### config.mk
export PLATFORM = sky130hd
export DESIGN_NAME = crc32_running_fingerprint_unit
export DESIGN_NICKNAME = d
export VERILOG_FILES = /design/src/rtl/core/crf_pkg.sv /design/src/rtl/core/crf_front.sv /design/src/rtl/core/crf_queue.sv /design/src/rtl/core/crf_back.sv /design/src/rtl/core/crc32_running_fingerprint_unit.sv
export SDC_FILE = /design/constraint.sdc
export NUM_CORES = 1
export LEC_CHECK = 0
export BUFFER_PORTS_ARGS = -buffer_cell sky130_fd_sc_hd__buf_2
export CORE_MARGIN = 1.5
export CORE_UTILIZATION = 55
export DETAILED_ROUTE_END_ITERATION = 7
export GPL_ROUTABILITY_DRIVEN = 1
export PLACE_DENSITY = 0.77
export SLEW_MARGIN = 5
export SYNTH_ARGS = -nofsm -noshare
export SYNTH_HDL_FRONTEND = slang
export SYNTH_HIERARCHICAL = 1
export SYNTH_SLANG_ARGS = --single-unit
### constraint.sdc
create_clock -name clk -period 2.6 [get_ports clk]
set_clock_uncertainty 0.1 [all_clocks]
set_input_delay 0.39 -clock clk [delete_from_list [all_inputs] [get_ports clk]]
set_output_delay 0.39 -clock clk [all_outputs]
set_load 0.02 [all_outputs]
### src/rtl/core/crf_pkg.sv
// shared types, command codes and crc fold functions for the running fingerprint unit
`default_nettype none

package crf_pkg;

	localparam int unsigned CRC_W  = 32;
	localparam int unsigned BYTE_W = 8;
	localparam int unsigned CMD_W  = 2;

	localparam logic [CRC_W-1:0] CRC_POLY = 32'hEDB8_8320;

	// request command codes as seen on the port
	localparam logic [CMD_W-1:0] CMD_CLEAR = 2'd0;
	localparam logic [CMD_W-1:0] CMD_BYTE  = 2'd1;
	localparam logic [CMD_W-1:0] CMD_WORD  = 2'd2;

	// internal operation after classification
	typedef enum logic [1:0] {
		OP_CLEAR = 2'd0,
		OP_BYTE  = 2'd1,
		OP_WORD  = 2'd2,
		OP_HOLD  = 2'd3
	} op_t;

	typedef struct packed {
		op_t              op;
		logic [CRC_W-1:0] operand;
	} work_t;

	// single reflected shift/xor step
	function automatic logic [CRC_W-1:0] crc_step(input logic [CRC_W-1:0] x);
		crc_step = (x >> 1) ^ (CRC_POLY & {CRC_W{x[0]}});
	endfunction

	// one byte folded in: eight conditional steps
	function automatic logic [CRC_W-1:0] crc_byte(
		input logic [CRC_W-1:0]  crc,
		input logic [BYTE_W-1:0] b
	);
		logic [CRC_W-1:0] x;
		x = crc ^ {{(CRC_W-BYTE_W){1'b0}}, b};
		for (int k = 0; k < BYTE_W; k++) begin
			x = crc_step(x);
		end
		crc_byte = x;
	endfunction

	// matrix of the 32-step fold, worked out at elaboration only
	function automatic logic [CRC_W-1:0][CRC_W-1:0] build_word_mat();
		logic [CRC_W-1:0][CRC_W-1:0] m;
		logic [CRC_W-1:0]            col;
		m = '0;
		for (int j = 0; j < CRC_W; j++) begin
			col = '0;
			col[j] = 1'b1;
			for (int k = 0; k < CRC_W; k++) begin
				col = crc_step(col);
			end
			for (int i = 0; i < CRC_W; i++) begin
				m[i][j] = col[i];
			end
		end
		build_word_mat = m;
	endfunction

	localparam logic [CRC_W-1:0][CRC_W-1:0] WORD_MAT = build_word_mat();

	// whole word folded lsb byte first: each result bit is one xor tree
	function automatic logic [CRC_W-1:0] crc_word(
		input logic [CRC_W-1:0] crc,
		input logic [CRC_W-1:0] w
	);
		logic [CRC_W-1:0] x;
		logic [CRC_W-1:0] r;
		x = crc ^ w;
		for (int i = 0; i < CRC_W; i++) begin
			r[i] = ^(WORD_MAT[i] & x);
		end
		crc_word = r;
	endfunction

endpackage

`default_nettype wire

### src/rtl/core/crf_front.sv
// front end: classifies an incoming request into an operation and operand
`default_nettype none

module crf_front import crf_pkg::*; (
	input  wire logic [CMD_W-1:0] command,
	input  wire logic [CRC_W-1:0] data_word,
	output work_t                 work
);

	always_comb begin
		work.operand = data_word;
		unique case (command)
			CMD_CLEAR: begin
				work.op      = OP_CLEAR;
				work.operand = '0;
			end
			CMD_BYTE: begin
				work.op      = OP_BYTE;
				// upper bits play no part in a byte fold
				work.operand = {{(CRC_W-BYTE_W){1'b0}}, data_word[BYTE_W-1:0]};
			end
			CMD_WORD: begin
				work.op = OP_WORD;
			end
			default: begin
				work.op      = OP_HOLD;
				work.operand = '0;
			end
		endcase
	end

endmodule

`default_nettype wire

### src/rtl/core/crf_queue.sv
// two-entry queue between the front end and the crc engine
`default_nettype none

module crf_queue import crf_pkg::*; (
	input  wire logic  clk,
	input  wire logic  arst_n,
	input  wire logic  push,
	input  work_t      push_work,
	output logic       full,
	input  wire logic  pop,
	output logic       head_valid,
	output work_t      head_work
);

	localparam int unsigned DEPTH = 2;

	work_t      mem_q [DEPTH];
	logic       wr_ptr_q;
	logic       rd_ptr_q;
	logic [1:0] count_q;

	assign full       = (count_q == 2'(DEPTH));
	assign head_valid = (count_q != 2'd0);
	assign head_work  = mem_q[rd_ptr_q];

	always_ff @(posedge clk) begin
		if (push) begin
			mem_q[wr_ptr_q] <= push_work;
		end
	end

	always_ff @(posedge clk or negedge arst_n) begin
		if (!arst_n) begin
			wr_ptr_q <= 1'b0;
			rd_ptr_q <= 1'b0;
			count_q  <= 2'd0;
		end else begin
			if (push) begin
				wr_ptr_q <= ~wr_ptr_q;
			end
			if (pop) begin
				rd_ptr_q <= ~rd_ptr_q;
			end
			priority if (push && !pop) begin
				count_q <= count_q + 2'd1;
			end else if (pop && !push) begin
				count_q <= count_q - 2'd1;
			end
		end
	end

endmodule

`default_nettype wire

### src/rtl/core/crf_back.sv
// back end: running crc register and the result register
`default_nettype none

module crf_back import crf_pkg::*; (
	input  wire logic             clk,
	input  wire logic             arst_n,
	input  wire logic             head_valid,
	input  work_t                 head_work,
	output logic                  pop,
	output logic                  res_valid,
	input  wire logic             res_stall,
	output logic [CRC_W-1:0]      crc_value
);

	logic [CRC_W-1:0] crc_q;
	logic             res_valid_q;
	logic [CRC_W-1:0] crc_next;

	// a new item may enter once the result slot is free or being taken
	assign pop = head_valid && (!res_valid_q || !res_stall);

	always_comb begin
		unique case (head_work.op)
			OP_CLEAR: crc_next = '0;
			OP_BYTE:  crc_next = crc_byte(crc_q, head_work.operand[BYTE_W-1:0]);
			OP_WORD:  crc_next = crc_word(crc_q, head_work.operand);
			default:  crc_next = crc_q;
		endcase
	end

	always_ff @(posedge clk or negedge arst_n) begin
		if (!arst_n) begin
			crc_q       <= '0;
			res_valid_q <= 1'b0;
		end else begin
			if (pop) begin
				crc_q       <= crc_next;
				res_valid_q <= 1'b1;
			end else if (!res_stall) begin
				res_valid_q <= 1'b0;
			end
		end
	end

	// the running value only moves on a pop, so it doubles as the result
	assign res_valid = res_valid_q;
	assign crc_value = crc_q;

endmodule

`default_nettype wire

### src/rtl/core/crc32_running_fingerprint_unit.sv
// top level of the crc-32 running fingerprint unit
`default_nettype none

// Running CRC-32 fingerprint (reflected polynomial EDB88320, zero start value,
// no final inversion). Each request carries a command: clear sets the value to
// zero, byte folds in data_word[7:0], word folds in all of data_word as four
// bytes, least significant first, so that one fingerprint can be folded into
// another; command code 3 leaves the value as it is. Every request gives
// exactly one result, the value after that request, in order. A request is
// taken on a clock edge with req_valid high and req_stall low; its result is
// registered after it passes the queue, and a new request can be taken every
// cycle, one per clock sustained, as long as results are taken. The figure
// is set by the crc register loop, whose next value is combinational: a byte
// fold is eight shift/xor steps and a word fold is a single xor tree per bit
// built from a constant matrix. A two-entry queue sits between the front end
// and the crc engine, so req_stall rises only when the queue is full; under a
// steady stream of requests that happens in the cycle after a result is first
// held back, since one request already waits in the queue.

module crc32_running_fingerprint_unit import crf_pkg::*; (
	input  wire logic             clk,
	input  wire logic             arst_n,
	// request channel
	input  wire logic             req_valid,
	output logic                  req_stall,
	input  wire logic [CMD_W-1:0] command,
	input  wire logic [CRC_W-1:0] data_word,
	// result channel
	output logic                  res_valid,
	input  wire logic             res_stall,
	output logic [CRC_W-1:0]      crc_value
);

	work_t front_work;   // classified request
	work_t head_work;    // oldest queued request
	logic  q_full;
	logic  q_push;
	logic  q_pop;
	logic  q_head_valid;

	// front end: decode the command, mask the operand
	crf_front u_front (
		.command   (command),
		.data_word (data_word),
		.work      (front_work)
	);

	// stall comes straight from the queue's fill state, never from req_valid
	assign req_stall = q_full;
	assign q_push    = req_valid && !q_full;

	crf_queue u_queue (
		.clk        (clk),
		.arst_n     (arst_n),
		.push       (q_push),
		.push_work  (front_work),
		.full       (q_full),
		.pop        (q_pop),
		.head_valid (q_head_valid),
		.head_work  (head_work)
	);

	// back end: applies the operation and holds the result until taken
	crf_back u_back (
		.clk        (clk),
		.arst_n     (arst_n),
		.head_valid (q_head_valid),
		.head_work  (head_work),
		.pop        (q_pop),
		.res_valid  (res_valid),
		.res_stall  (res_stall),
		.crc_value  (crc_value)
	);

endmodule

`default_nettype wire

==> results of run 1 <==
==> sequential cells by signal, indices dropped and copies added, names as in the netlist <==
register	cells
u_queue/count_q	2
u_queue/wr_ptr_q	1
u_back/crc_value	32
u_back/res_valid	1
u_queue/rd_ptr_q	1
u_queue/mem_q	68
==> cell families (layout without fill, tap and decap cells) <==
family / after synthesis / in the layout / synth area share, %
and+or+nand+nor: 57 / 57 / 4.43
muxes: 34 / 34 / 6.45
AOI/OAI and AO/OA: 58 / 58 / 5.06
xor gates and xnor gates: 302 / 302 / 42.2
adders and majority gates: 7 / 7 / 1.15
DFF: 105 / 105 / 39.0
buffers and inverters: 20 / 288 / 1.76
==> final cells by class <==
class	count	area [sq um]	share of cell area, %
Inverter	5	18.8	0.160
Multi-Input combinational cell	458	6060	51.7
Clock inverter	7	92.6	0.790
Timing Repair Buffer	267	2140	18.2
Sequential cell	105	2970	25.3
Tap cell	176	220	1.88
Clock buffer	9	225	1.92
==> repair_timing <==
item / CTS / global route
pin swaps: 30 / 35
hold buffers: 1 / 0
endpoints found under the hold margin: 23 / 0
setup buffers: 11 / 24
gates resized for setup: 133 / 70
endpoints found under the setup margin: 32 / 32
==> per-layer routing <==
layer | up-vias | share of wire (%) | track usage [%]
met5 | - | 0 | 0
met4 | 0 | 9.1 | 23.6
met3 | 210 | 11 | 7.59
met2 | 537 | 46 | 59.7
met1 | 3133 | 34 | 46.1
li1 | 2515 | - | -
==> layout by cell type, fill, tap and decap left out, types with 2 or more instances in the layout <==
master and count:
sky130_fd_sc_hd__mux2_4 30, sky130_fd_sc_hd__buf_12 14, sky130_fd_sc_hd__or2_2 4, sky130_fd_sc_hd__nand2_1 11, sky130_fd_sc_hd__xnor3_2 5, sky130_fd_sc_hd__xor2_2 12, sky130_fd_sc_hd__and2_1 31, sky130_fd_sc_hd__and2_2 4
sky130_fd_sc_hd__xnor2_4 56, sky130_fd_sc_hd__clkinv_4 2, sky130_fd_sc_hd__clkbuf_16 9, sky130_fd_sc_hd__buf_2 71, sky130_fd_sc_hd__xor2_1 34, sky130_fd_sc_hd__xnor3_1 14, sky130_fd_sc_hd__xnor2_1 101, sky130_fd_sc_hd__o221ai_1 7
sky130_fd_sc_hd__o21ai_1 9, sky130_fd_sc_hd__a22oi_1 24, sky130_fd_sc_hd__o21ai_0 16, sky130_fd_sc_hd__xor2_4 8, sky130_fd_sc_hd__mux2_2 4, sky130_fd_sc_hd__dfrtp_1 36, sky130_fd_sc_hd__ha_1 7, sky130_fd_sc_hd__inv_6 2
sky130_fd_sc_hd__xnor2_2 71, sky130_fd_sc_hd__buf_6 33, sky130_fd_sc_hd__inv_1 5, sky130_fd_sc_hd__nor2_1 2, sky130_fd_sc_hd__edfxtp_1 68, sky130_fd_sc_hd__buf_4 147
==> worst paths after layout <==
path | slack [ns] | cells past startpoint | to
worst max-delay path | -0.42 | 11 | u_back/crc_value[7]
worst min-delay path | 0.22 | 2 | u_queue/mem_q[0][2]
worst max register to register | -0.42 | 11 | u_back/crc_value[7]
worst min register to register | 0.46 | 1 | u_queue/count_q[1]
max in group asynchronous | 1.19 | 3 | u_back/crc_value[24]
min in group asynchronous | 0.49 | 2 | u_back/crc_value[7]
==> stage by stage <==
stage          hold WS (ns)  setup slack (ns)  instance area, sq um  std cells
3_3_place_gp          0.347            -0.298                  9550        975
2_1_floorplan      -0.00559           -0.0646                  7770        583
4_1_cts               0.176            -0.190                 11000       1003
3_5_place_dp          0.352            -0.356                  9550        975
5_1_grt               0.221            -0.477                 11700       1027
6_report              0.219            -0.421                 11700       1027
==> critical path: cells and delay by family, from the launching register on <==
family,cells,cell delay [ns]
xor gates and xnor gates,5,1.01
muxes,1,0.33
DFF,1,0.46
buffers and inverters,4,0.72
AOI/OAI and AO/OA,1,0.22
==> out/qor_table.md, run 1 <==
| Metric | Reported | Unit |
|:---|:---|:---|
| Number of antenna violations at the first check in global routing | 0 | - |
| Total global routing track utilization | 37.2 | % |
| Last weighted congestion value of the routability-driven placer | 1.05 | - |
| Biggest area contributors in the synthesized netlist | sky130_fd_sc_hd__edfxtp_1, sky130_fd_sc_hd__xnor2_1, sky130_fd_sc_hd__dfrtp_1 | - |
| Die ar. | 14600 | sq um |
| Initial DRC Count | 688 | - |
| CP required | 2.72 | ns |
| Buffers added on ports | 71 | - |
| Max frequency | 331 | MHz |
| Clock insertion delay at the later pin of the skew report | 0.38 | ns |
| Violated checks | setup timing | - |
| Count of nets left with antenna violations after detail routing | 0 | - |
| Share of final-layout standard cells stronger than drive strength 1 | 56.5 | % |
| Area share of the largest cell type after synthesis | 26.8 | % |
| Wire length of the first global-routing pass | 38100 | um |
| Synth area leader | sky130_fd_sc_hd__edfxtp_1 | - |
| Maximum level of the CTS H-tree | 3 | - |
| Total Nets Final | 891 | - |
| Hold path start | data_word[2] | - |
| Sort of element at the start of the critical path | flop | - |
| Drt pass-1 iters | 5 | - |
| Antenna Cells | 0 | - |
| DRC Markers | 0 | - |
| CTS Sinks | 105 | - |
| Vias in the first global route | 6205 | - |
| Proportion of synthesized chip area in sequential cells | 39.0 | % |
| Setup violations, final | 32 | - |
| Instance count of the mapped netlist | 583 | - |
| Final-report hold violation count | 0 | - |
| Delay of the slowest cell on the worst path | 0.46 | ns |
| Final Cycle Share | 116 | % |
| Area of the mapped netlist | 7620 | sq um |
| Total I/O pin count | 72 | - |
| Critical path capture point type | flop | - |
| Slowest stage cell, crit path | sky130_fd_sc_hd__dfrtp_2 | - |
| Final cell utilization of the core | 87.5 | % |
| Share of flip-flops with an asynchronous set or reset | 35.2 | % |
| Clock tree from TritonCTS | yes | - |
| Post-synth EDFFs | 68 | - |
| Pin count of the biggest net entering global routing | 35 | - |
| Placeable core region | 13400 | sq um |
| Setup repair after global routing missed its margin | true | - |
| Launch point of the critical path | u_queue/rd_ptr_q | - |
| Total Negative Setup Slacks | -8.40 | ns |
| Flops & latches, synth | 105 | - |
| Cell type with the highest occurrence count on the critical path | sky130_fd_sc_hd__xnor2_1 | - |
| Number of distinct standard cells referenced by the synthesized netlist | 33 | - |
| Wire length after detailed routing | 30500 | um |
| Y dimension of the die | 121 | um |
| Std-Cell Rows | 42 | - |
| Slew Viols, Final | 0 | - |
| Num CTS Buffers | 9 | - |
| Maximum fanout count along the critical path | 15 | - |
| Final routed wire length divided by cell count | 29.7 | um |
| Most frequent cell after synthesis | sky130_fd_sc_hd__xnor2_1 | - |
| Half-perimeter wire length after detailed placement | 17400 | um |
| Arrival time reported for the critical path endpoint | 3.14 | ns |
| Critical-path cell list | buf_12 > buf_4 > mux2_4 > xnor2_4 > buf_6 > xnor2_1 > buf_4 > xnor2_2 > xnor2_1 > xnor2_1 > o221ai_1 | - |
| Count of yosys warnings during synthesis | 6 | - |
| Max clock buf depth | 2 | - |
| Post-layout worst setup margin | -0.421 | ns |
| Type of the tightest min-delay check | in2reg | - |
| Most frequent cells after synthesis | sky130_fd_sc_hd__xnor2_1, sky130_fd_sc_hd__edfxtp_1, sky130_fd_sc_hd__xor2_1 | - |
| Area growth syn-to-layout | 53.9 | % |
| Via-per-instance ratio | 6.23 | - |
| Clock root buffer | sky130_fd_sc_hd__clkbuf_16 | - |
| Mean Syn Cell Area | 13.1 | sq um |
| Synthesized net count | 628 | - |
| GRT Residual Overflow | 0 | - |
| Dominant register cell in the synthesized netlist | sky130_fd_sc_hd__edfxtp_1 | - |
| Max-cap violation count | 0 | - |
| Via count | 6395 | - |
| Max transition margin | 48.8 | % |
| Initial Utilization | 56.9 | % |
| Clk pin slew, worst setup/hold paths | 0.09 | ns |
| Final min period | 3.02 | ns |
| DIE WIDTH | 121 | um |
| Reg-to-Reg Start | u_queue/rd_ptr_q | - |
| Status | complete, but fails checks | - |
| Type of the worst setup path | reg2reg | - |
| Transition at the pin with the smallest max-transition slack | 0.768 | ns |
| Fillers | 535 | - |
Power of run 1 is left out: the tool's default activity adds up to more than one toggle a clock period on the data nets, which glitch-free logic cannot reach.
==> run 2, diff against run 1 <==
- SKIP_LAST_GASP: default -> 1
==> out/qor_table.md, run 2 (same netlist as run 1, synthesis figures left out) <==
| Metric | Reported | Unit | Delta |
|:---|:---|:---|:---|
| Status | complete, but fails checks | - |  |
| Violated checks | setup timing | - |  |
| Via count | 6331 | - | -1.0% |
| Clock tree from TritonCTS | yes | - |  |
| Type of the worst setup path | reg2reg | - |  |
| Total Nets Final | 901 | - | +1.1% |
| Arrival time reported for the critical path endpoint | 3.12 | ns | -0.02 ns |
| Number of antenna violations at the first check in global routing | 0 | - | unchanged |
| Half-perimeter wire length after detailed placement | 17400 | um | unchanged |
| Last weighted congestion value of the routability-driven placer | 1.05 | - | unchanged |
| Reg with most FFs | u_queue/mem_q | - |  |
| Vias in the first global route | 6229 | - | +0.39% |
| Fillers | 545 | - | +1.9% |
| DRC Markers | 0 | - | unchanged |
| Max transition margin | 50.5 | % | +1.7 points |
| Design area | 11600 | sq um | -0.64% |
| Type of the tightest min-delay check | in2reg | - |  |
| Setup violations, final | 32 | - | unchanged |
| Initial DRC Count | 709 | - | +3.1% |
| Setup repair after global routing missed its margin | true | - |  |
| Worst path top cell family by delay | XOR/XNOR gates | - |  |
| Launch point of the critical path | u_queue/rd_ptr_q | - |  |
| CTS Sinks | 105 | - | unchanged |
| Max clock buf depth | 2 | - | unchanged |
| Number of buffer and inverter instances along the worst setup path | 5 | - | +1 |
| Hold Path Cell Cnt | 3 | - | +1 |
| Commonest cells after routing, fill and taps aside | sky130_fd_sc_hd__buf_4, sky130_fd_sc_hd__xnor2_1, sky130_fd_sc_hd__xnor2_2 | - |  |
| Y dimension of the die | 121 | um | unchanged |
| DIE WIDTH | 121 | um | unchanged |
| Antenna Cells | 0 | - | unchanged |
| Std-Cell Rows | 42 | - | unchanged |
| Initial Utilization | 56.9 | % | unchanged |
| Share of final-layout standard cells stronger than drive strength 1 | 56.3 | % | -0.19 points |
| Total I/O pin count | 72 | - | unchanged |
| Num CTS Buffers | 9 | - | unchanged |
| Most common cell after layout, fill and taps aside | sky130_fd_sc_hd__buf_4 | - |  |
| Area growth syn-to-layout | 52.9 | % |  |
| Final standard cell count with taps included and fillers excluded | 1037 | - | +0.97% |
| Wire length after detailed routing | 30500 | um | +0.12% |
| Count of nets left with antenna violations after detail routing | 0 | - | unchanged |
| Total met3 wirelength after detailed routing | 3230 | um | -0.77% |
| Slew Viols, Final | 0 | - | unchanged |
| Depth of the most critical reg-to-reg path | 12 | - | +1 |
| Max frequency | 334 | MHz | +0.77% |
| Critical path capture point type | flop | - |  |
| Maximum fanout count along the critical path | 14 | - | -1 |
| Highest metal used | met4 | - |  |
| Final routed wire length divided by cell count | 29.4 | um | -0.85% |
| Pin count of the biggest net entering global routing | 35 | - | unchanged |
| CP required | 2.73 | ns | about the same |
| Total area of multi-input combinational cells | 5940 | sq um | -2.0% |
| Slowest stage cell, crit path | sky130_fd_sc_hd__dfrtp_2 | - |  |
| Total stage count of the critical path | 12 | - | +1 |
| Reg-to-Reg Start | u_queue/rd_ptr_q | - |  |
| Post-layout worst setup margin | -0.398 | ns | +0.0231 ns |
| Delay of the slowest cell on the worst path | 0.46 | ns | about the same |
| Transition at the pin with the smallest max-transition slack | 0.743 | ns | -0.0253 ns |
| Detailed route wirelength on metal2 | 14300 | um | +1.5% |
| Clock root buffer | sky130_fd_sc_hd__clkbuf_16 | - |  |
| Maximum level of the CTS H-tree | 3 | - | unchanged |
| Die ar. | 14600 | sq um | unchanged |
| Clk pin slew, worst setup/hold paths | 0.09 | ns | about the same |
| Met1 Wirelength | 10300 | um | -0.54% |
| Sequential standard cell area | 2970 | sq um | unchanged |
| Final min period | 3.00 | ns | -0.0231 ns |
| Buffers added on ports | 71 | - | unchanged |
| Sort of element at the start of the critical path | flop | - |  |
| Hold path start | res_stall | - |  |
| Placed cell areas | 9550 | sq um | unchanged |
| Wire length of the first global-routing pass | 38000 | um | -0.36% |
| Final-report hold violation count | 0 | - | unchanged |
| Drt pass-1 iters | 6 | - | +1 |
| Pre-CTS WS | -0.356 | ns | unchanged |
| Placeable core region | 13400 | sq um | unchanged |
| GRT Residual Overflow | 0 | - | unchanged |
| Clock insertion delay at the later pin of the skew report | 0.37 | ns | about the same |
| Critical-path cell list | buf_12 > buf_4 > mux2_4 > xnor2_2 > buf_6 > buf_12 > xnor2_4 > buf_4 > xnor2_1 > xor2_1 > xnor2_1 > o221ai_1 | - |  |
| Total global routing track utilization | 36.9 | % | -0.34 points |
| # placed instances | 975 | - | unchanged |
| Max FFs per register | 68 | - | unchanged |
| Max-cap violation count | 0 | - | unchanged |
| Via-per-instance ratio | 6.11 | - | -2.0% |
| Final Cycle Share | 115 | % | -0.89 points |
## run 2: cell count changes in the layout (fill, tap and decap cells not counted)
| cell | change |
|---|---|
| sky130_fd_sc_hd__buf_6 | -7 |
| sky130_fd_sc_hd__o21ai_0 | -1 |
| sky130_fd_sc_hd__xnor2_1 | +4 |
| sky130_fd_sc_hd__o21ai_1 | +1 |
| sky130_fd_sc_hd__xnor2_4 | -6 |
| sky130_fd_sc_hd__xnor2_2 | +2 |
| sky130_fd_sc_hd__xor2_4 | -1 |
| sky130_fd_sc_hd__xor2_1 | +2 |
| sky130_fd_sc_hd__xor2_2 | -1 |
| sky130_fd_sc_hd__buf_4 | +17 |
## run 2: what timing repair did
action                                  4_1_cts  5_1_grt
pin swaps                                    28       41
gates resized for setup                     116       65
setup buffers                                11       34
endpoints found under the setup margin       32       32
hold buffers                                  1        0
endpoints found under the hold margin        23        0
## run 2: metal layers
layer,vias to the layer above,track usage [%]
li1,2520,-
met2,528,58.2
met3,208,9.25
met1,3075,45.0
met4,0,24.3
met5,-,0
## run 2: final timing paths
path                                        end  slack (ns)
setup / recovery           u_back/crc_value[29]       -0.40
hold / removal                 u_back/res_valid        0.19
setup reg to reg           u_back/crc_value[29]       -0.40
hold reg to reg                u_queue/wr_ptr_q        0.43
max in group asynchronous  u_back/crc_value[24]        1.19
min in group asynchronous   u_back/crc_value[7]        0.50
## run 2: stage by stage
step,setup TNS [ns],util [%],hold slack [ns]
2_1_floorplan,-0.181,-,-0.00559
3_3_place_gp,-5.86,71.3,0.347
3_5_place_dp,-6.61,71.3,0.352
4_1_cts,-3.49,81.2,0.176
5_1_grt,-9.46,86.9,0.191
6_report,-7.93,86.9,0.195
## run 2: final cells by class
cell class | instances | area share, %
repair buffers | 277 | 18.8
well taps | 176 | 1.89
inverters | 5 | 0.161
clock buffers | 9 | 1.93
multi-input cells | 458 | 51.0
clock inverters | 7 | 0.795
flip-flops and latches | 105 | 25.5
## run 2: worst reg2reg max path, cell delays in order (launching register included)
cell and delay, ns:
sky130_fd_sc_hd__dfrtp_2 0.46, sky130_fd_sc_hd__buf_12 0.17, sky130_fd_sc_hd__buf_4 0.15, sky130_fd_sc_hd__mux2_4 0.31, sky130_fd_sc_hd__xnor2_2 0.14, sky130_fd_sc_hd__buf_6 0.16, sky130_fd_sc_hd__buf_12 0.14, sky130_fd_sc_hd__xnor2_4 0.33
sky130_fd_sc_hd__buf_4 0.19, sky130_fd_sc_hd__xnor2_1 0.17, sky130_fd_sc_hd__xor2_1 0.24, sky130_fd_sc_hd__xnor2_1 0.16, sky130_fd_sc_hd__o221ai_1 0.13
Power of run 2 is left out for the same reason.
